File: config.mk
export PLATFORM = sky130hd
export DESIGN_NAME = sbhc_check
export DESIGN_NICKNAME = d
export VERILOG_FILES = /design/src/design/sbhc_pkg.sv /design/src/design/sbhc_check.sv
export SDC_FILE = /design/constraint.sdc
export NUM_CORES = 1
export LEC_CHECK = 0
export BUFFER_PORTS_ARGS = -buffer_cell sky130_fd_sc_hd__buf_2
export CORE_MARGIN = 4
export CORE_UTILIZATION = 34
export DETAILED_ROUTE_END_ITERATION = 6
export GPL_TIMING_DRIVEN = 0
export SLEW_MARGIN = 20
export SYNTH_ARGS = -nofsm -noshare
export SYNTH_HDL_FRONTEND = slang
export SYNTH_SLANG_ARGS = --single-unit
export TNS_END_PERCENT = 1
File: constraint.sdc
create_clock -name clk -period 7.42 [get_ports clk]
set_clock_uncertainty 0.15 [all_clocks]
set_input_delay 0.742 -clock clk [delete_from_list [all_inputs] [get_ports clk]]
set_output_delay 0.742 -clock clk [all_outputs]
set_load 0.02 [all_outputs]
File: src/design/sbhc_pkg.sv
// ----------------------------------------------------------------------------
// sbhc_pkg
// Shared constants, types and the byte-wide CRC-32 update for the
// superblock header checker.
// ----------------------------------------------------------------------------
package sbhc_pkg;

    // header geometry
    localparam int HeaderBytesDefault   = 36;
    localparam int SuperCrcOffset       = 32;
    localparam int SuperLogEndOffset    = 24;
    localparam int SuperGenerationOffset = 8;
    localparam int WordCount            = 9;
    localparam int WordIdxW             = $clog2(WordCount);

    // word slots in the assembled header
    localparam logic [WordIdxW-1:0] WordMagic      = WordIdxW'(0);
    localparam logic [WordIdxW-1:0] WordVersion    = WordIdxW'(1);
    localparam logic [WordIdxW-1:0] WordGeneration = WordIdxW'(SuperGenerationOffset / 4);
    localparam logic [WordIdxW-1:0] WordSectorSize = WordIdxW'(3);
    localparam logic [WordIdxW-1:0] WordContainer  = WordIdxW'(4);
    localparam logic [WordIdxW-1:0] WordLogStart   = WordIdxW'(5);
    localparam logic [WordIdxW-1:0] WordLogEnd     = WordIdxW'(SuperLogEndOffset / 4);
    localparam logic [WordIdxW-1:0] WordFlags      = WordIdxW'(7);
    localparam logic [WordIdxW-1:0] WordCrc        = WordIdxW'(SuperCrcOffset / 4);

    // crc-32, reflected form
    localparam logic [31:0] CrcPoly = 32'hEDB8_8320;
    localparam logic [31:0] CrcInit = 32'hFFFF_FFFF;

    // configuration register indexes
    localparam int CfgIdxW = 2;
    localparam logic [CfgIdxW-1:0] CfgExpectedMagic   = CfgIdxW'(0);
    localparam logic [CfgIdxW-1:0] CfgExpectedVersion = CfgIdxW'(1);
    localparam logic [CfgIdxW-1:0] CfgDataStartSector = CfgIdxW'(2);

    typedef enum logic [1:0] {
        STATUS_OK    = 2'd0,
        STATUS_CRC   = 2'd1,
        STATUS_FIELD = 2'd2
    } status_t;

    typedef logic [WordCount-1:0][31:0] word_array_t;

    // a finished header handed from the accumulator to the check stage
    typedef struct packed {
        logic [31:0] crc;
        word_array_t words;
    } hdr_t;

    // one byte through the reflected crc, lsb first
    function automatic logic [31:0] crc32_byte(input logic [31:0] crc_in,
                                               input logic [7:0]  data_in);
        logic [31:0] c;
        int          k;
        c = crc_in ^ {24'd0, data_in};
        for (k = 0; k < 8; k++)
        begin
            c = (c >> 1) ^ (CrcPoly & {32{c[0]}});
        end
        return c;
    endfunction

endpackage

File: src/design/sbhc_check.sv
// ----------------------------------------------------------------------------
// sbhc_check
// Holds a finished header, checks CRC and fields, and drives the result
// register with its valid/ready handshake.
// ----------------------------------------------------------------------------
module sbhc_check (
    input  logic              clk,
    input  logic              rst_n,
    input  logic              hdr_valid,
    output logic              hdr_ready,
    input  sbhc_pkg::hdr_t    hdr,
    input  logic [31:0]       expected_magic,
    input  logic [31:0]       expected_version,
    input  logic [31:0]       data_start_sector,
    output logic              result_valid,
    input  logic              result_ready,
    output logic [1:0]        status,
    output logic [31:0]       generation,
    output logic [31:0]       block_bytes,
    output logic [31:0]       volume_sectors,
    output logic [31:0]       journal_first,
    output logic [31:0]       journal_last,
    output logic [31:0]       flag_word,
    output logic [31:0]       header_crc
);
    import sbhc_pkg::*;

    hdr_t        chk_reg;
    logic        chk_valid_reg, chk_valid_next;
    logic        chk_move;

    logic        out_valid_reg, out_valid_next;
    status_t     status_reg, status_next;
    word_array_t fields_reg, fields_next;

    logic        crc_bad;
    logic        fields_bad;

    // handshake between the stages
    assign chk_move  = chk_valid_reg && (!out_valid_reg || result_ready);
    assign hdr_ready = !chk_valid_reg || chk_move;

    always_comb
    begin
        chk_valid_next = chk_valid_reg;
        if (hdr_valid)
        begin
            chk_valid_next = 1'b1;
        end
        else if (chk_move)
        begin
            chk_valid_next = 1'b0;
        end
    end

    // crc and field checks
    assign crc_bad = (chk_reg.crc != chk_reg.words[WordCrc]);
    assign fields_bad =
        (chk_reg.words[WordMagic]      != expected_magic) ||
        (chk_reg.words[WordVersion]    != expected_version) ||
        (chk_reg.words[WordSectorSize] == 32'd0) ||
        (chk_reg.words[WordContainer]  <  data_start_sector) ||
        (chk_reg.words[WordLogStart]   != data_start_sector) ||
        (chk_reg.words[WordLogEnd]     <  chk_reg.words[WordLogStart]) ||
        (chk_reg.words[WordLogEnd]     >  chk_reg.words[WordContainer]);

    always_comb
    begin
        if (crc_bad)
        begin
            status_next = STATUS_CRC;
        end
        else if (fields_bad)
        begin
            status_next = STATUS_FIELD;
        end
        else
        begin
            status_next = STATUS_OK;
        end
        fields_next = (status_next == STATUS_OK) ? chk_reg.words : '0;
    end

    // result register valid
    always_comb
    begin
        out_valid_next = out_valid_reg;
        if (chk_move)
        begin
            out_valid_next = 1'b1;
        end
        else if (result_ready)
        begin
            out_valid_next = 1'b0;
        end
    end

    always_ff @(posedge clk or negedge rst_n)
    begin
        if (!rst_n)
        begin
            chk_valid_reg <= 1'b0;
            out_valid_reg <= 1'b0;
        end
        else
        begin
            chk_valid_reg <= chk_valid_next;
            out_valid_reg <= out_valid_next;
        end
    end

    // payload registers
    always_ff @(posedge clk)
    begin
        if (hdr_valid)
        begin
            chk_reg <= hdr;
        end
        if (chk_move)
        begin
            status_reg <= status_next;
            fields_reg <= fields_next;
        end
    end

    assign result_valid   = out_valid_reg;
    assign status         = status_reg;
    assign generation     = fields_reg[WordGeneration];
    assign block_bytes    = fields_reg[WordSectorSize];
    assign volume_sectors = fields_reg[WordContainer];
    assign journal_first  = fields_reg[WordLogStart];
    assign journal_last   = fields_reg[WordLogEnd];
    assign flag_word      = fields_reg[WordFlags];
    assign header_crc     = fields_reg[WordCrc];

endmodule

======== After elaboration in Yosys (flattened, before gate mapping) ========
Cells that the tools add are included.
word-level totals
  flip-flop bits (word level) ............. 548
cells by class
  order comparisons ....................... 3
  eq/ne operators ......................... 4
  muxes and demuxes ....................... 6
  reduce and logical (&&, ||, !) cells .... 15
operators with widths
  operator             count
  $ne A32 B32 Y1       4
  $lt A32 B32 Y1       2
  $gt A32 B32 Y1       1
  $logic_not A32 Y1    1
  $logic_or A1 B1 Y1   8
  $mux W1              4
  $mux W2              2
  $reduce_bool A2 Y1   2
  $logic_not A1 Y1     2
  $logic_not A2 Y1     1
  $logic_and A1 B1 Y1  1

======== Logic depth before layout (Yosys ltp) ========
  depth after elaboration ................. 10
  depth in mapped cells ................... 11
  mapped depth without buffers ............ 9

======== Worst setup path before layout ========
No wires, ideal clock.
  path kind ............................... input to register
  start ................................... in result_ready
  end ..................................... reg fields_reg (netlist bit block_bytes[0]), enable pin
  data arrival time ....................... 5,981 ps
  required time ........................... 6,656 ps
  setup slack ............................. 675 ps
  cell stages on the path ................. 2
  buffers on the path ..................... 0
  cells stage by stage .................... nand2b_1 -> and2_1
on the way
  word-level cells in the longest chain between the ends .. 2
RTL lines
  what                  line               source
  from (decl)           sbhc_check.sv:16   input logic result_ready,
  $logic_or A1 B1 Y1    sbhc_check.sv:40   assign chk_move = chk_valid_reg && (!out_valid_reg || result_ready);
  $logic_and A1 B1 Y1   sbhc_check.sv:40
  named net chk_move    sbhc_check.sv:30   logic chk_move;
  to (signal assigned)  sbhc_check.sv:122  fields_reg <= fields_next;
  to (decl)             sbhc_check.sv:34   word_array_t fields_reg, fields_next;
The timed path passes the listed nets, and every way through them passes these cells.
A chain may end at the register's enable or synchronous reset.

======== Worst setup path after layout ========
  start ................................... reg chk_reg[172] (netlist bit)
  end ..................................... reg fields_reg (netlist bit header_crc[25]) (data pin)
on the way
  word-level cells in the longest chain between the ends .. 7
RTL lines
  what                                                                    line               source
  from (decl)                                                             sbhc_check.sv:28   hdr_t chk_reg;
  from (signal assigned)                                                  sbhc_check.sv:117  chk_reg <= hdr;
  parallel branches: the longest is 2 deep, another holds $lt A32 B32 Y1  -
  $logic_or A1 B1 Y1 (*)                                                  sbhc_check.sv:63   (chk_reg.words[WordLogStart] != data_start_sector) ||
  $logic_or A1 B1 Y1 (*)                                                  sbhc_check.sv:64   (chk_reg.words[WordLogEnd] < chk_reg.words[WordLogStart]) ||
  $mux W2 (*)                                                             sbhc_check.sv:73   else if (fields_bad)
  $mux W2 (*)                                                             sbhc_check.sv:69   if (crc_bad)
  $logic_not A2 Y1 (*)                                                    sbhc_check.sv:81   fields_next = (status_next == STATUS_OK) ? chk_reg.words : '0;
Every way passes the cells marked *.

==> impl_metrics.yaml <==
run_status:
  status: "complete, no violations"
worst_setup_path:
  cp.arrival_ns: 4.97
  reg2reg_depth: 9
  cp.required_ns: 7.76
  reg2reg_setup_slack_ns: 2.79
  endpoint_kind: "register"
  cp-startpoint: "chk_reg[172]$_DFFE_PP_"
  worstReg2RegEnd: "header_crc[25]$_SDFFCE_PP0P_"
  cp_slowest_cell: "nor4_1"
  crit_type: "register to register"
  critPathCapture: "header_crc[25]$_SDFFCE_PP0P_"
  critPathMaxFanout: 10
  cpMostUsedCell: "nor4_1"
  slowest_delay_ns: 0.86
  r2r_start: "chk_reg[172]$_DFFE_PP_"
  startpoint_type: "register"
  path_cells: "xor2_1 > nor4_1 > nand4_1 > nor4_1 > o2111ai_1 > nor4_4 > buf_4 > clkbuf_1 > and3_1"
sta:
  fmax_ghz: 0.216
  finalHoldViolations: 0
  fin_crit_sh_pct: 62.4
  grt_setup_unrepaired: "false"
  slew_headroom_pct: 33.5
  hold-worst-slack_ns: 0.134
  min_period_ns: 4.63
  slew_viol_final: 0
  setup_slack_ns: 2.79
  setup_viol: 0
  worstMarginPinSlew_ns: 0.995
  setup-tns-final_ns: 0
cells_and_area:
  ff_latch_area_mm2: 0.0164
  area_delta_synth_final_pct: 29.8
  final_cell_mix: "646 x buf_2, 546 x edfxtp_1, 225 x and3_1, 103 x inv_1, 99 x xor2_1"
  drive_above_1_share_pct: 36.0
  largest_register_ffs: 320
  fillCellCount: 5718
  layout_commonest_cell: "buf_2"
  multi_input_area_mm2: 0.00488
  layout.nets: 2579
hold_path:
  hp-class: "input port to register"
power:
  power_mw: 7.42
  p_leak_nw: 12.7
  powerDensity_mw_per_mm2: 260
  ir_drop_mv: 0.173
die:
  start_util_pct: 34.6
  dieArea_mm2: 0.0687
  fp.dieH_um: 262
  die_w_um: 262
  num_rows: 92
  core_area_mm2: 0.0634
  ioPinCount: 648
synthesis:
  ys.flop_type: "edfxtp_1"
  netlist_area_mm2: 0.0219
  async_flop_share_pct: 0.365
  ys_seq_elements: 548
  synth_edf_count: 546
  synth_top_area_share_pct: 74.7
  synth_top_area_cell: "edfxtp_1"
  yosysUniqueCellTypes: 47
  ys_seq_area_share_pct: 75.0
  avgSynthCellArea_um2: 16.3
  synth.area.top_cells: "edfxtp_1 75%, and3_1 6.4%, ha_1 5.4%"
  yosys_warnings: 0
  netlist_instances: 1348
  synth_nets: 1862
cts:
  cts_buffer_depth: 3
  clk_pin_slew_ns: 0.07
  cts_root_buf: "clkbuf_16"
  worstSkewPairLatency_ns: 0.63
  cts_tree: "done"
  clock-sinks: 548
  postCtsSetupRepairBufs: 0
  h-tree-depth: 2
  cts-resized-gates: 0
  cts_made_buffers: 59
  hold_buffers: 1
global_route:
  grt_pass1_vias: 14700
  grt_max_degree: 101
  grt_pass1_wl_um: 97600
  grt_use_total_pct: 19.5
  antenna_found_initial: 27
  overflow: 0
drt:
  drt-pass1-iter-count: 6
  drt_iter0_markers: 1172
  wire_per_inst_um: 23.7
  route.detailed.drc: 0
  ant_nets: 0
  vias: 14200
  avgViaCountPerCell: 4.76
  wirelength_um: 70500
placement:
  hpwl_um: 55400
  gp_congestion: 0.885
  placement.io_buffers: 647
  post-place-ws_ns: 2.16
flow_run:
  cap_violations: 0
[kinds of logic (layout without fill, tap and decap cells)]
group	count (synthesis)	count (layout)	synth area share, %
AOI/OAI and AO/OA	82	82	2.40
buffers and inverters	152	914	2.79
and+or+nand+nor	352	352	9.69
adders and majority gates	94	94	5.36
other	0	23	0
xor gates and xnor gates	120	120	4.79
DFF	548	548	75.0
[how the worst min path moves through the flow]
stage | start | end | slack (ns) | cells after the start
2_1_floorplan | rst_n | chk_valid_reg$_DFFE_PN0P_ | 0.30 | 0
3_3_place_gp | chk_valid_reg$_DFFE_PN0P_ | result_valid$_DFFE_PN0P_ | 0.31 | 1
3_5_place_dp | chk_valid_reg$_DFFE_PN0P_ | result_valid$_DFFE_PN0P_ | 0.36 | 1
4_1_cts | hdr[279] | chk_reg[279]$_DFFE_PP_ | 0.08 | 1
5_1_grt | hdr[86] | chk_reg[86]$_DFFE_PP_ | 0.09 | 1
6_report | hdr[286] | chk_reg[286]$_DFFE_PP_ | 0.13 | 1
[final cells by class]
cell class / count / share of cell area, %
inverters: 104 / 1.37
well taps: 846 / 3.72
repair buffers: 656 / 12.1
plain buffers: 48 / 0.786
diodes: 23 / 0.202
clock buffers: 76 / 5.51
flip-flops and latches: 548 / 57.7
multi-input cells: 648 / 17.1
clock inverters: 30 / 1.38
[synthesized netlist by cell type, types with 5 or more instances]
cell type	n
a21o_1	6
a21oi_1	34
a221oi_1	5
and3_1	225
buf_4	6
clkbuf_1	31
clkbuf_2	10
edfxtp_1	546
ha_1	94
inv_1	103
nand2_1	24
nand3_1	9
nand4_1	27
nor2_1	11
nor4_1	39
o21ai_0	11
xnor2_1	21
xor2_1	99
[metrics by stage]
step           instance area [um2]  utilization [%]  std cells
4_1_cts                      28400             44.8       2956
3_3_place_gp                 26200             41.4       2841
6_report                     28500             44.9       2979
5_1_grt                      28500             44.9       2974
3_5_place_dp                 26500             41.7       2849
2_1_floorplan                21900                -       1348
[worst max-delay path: cells and delay by family (launching register included)]
family / cells / cell delay, ns
flops: 1 / 0.48
xor+xnor: 1 / 0.21
compound gates: 1 / 0.31
simple gates: 5 / 2.61
buf+inv: 2 / 0.75
[report_power, final]
part	leakage [nW]	switching, mW	internal, mW	total (mW)
sequential	5.44	0.120	3.65	3.77
combinational	6.28	0.412	0.258	0.670
clock	0.947	1.23	1.74	2.98
[per-layer routing]
metal	share of wire [%]	track usage, %	routed length (um)
met5	0.13	0	90
met4	2.7	6.93	1880
met3	7.0	5.05	4910
met2	50	32.2	35200
met1	40	25.2	28400
(Power assumes the default switching activity.)
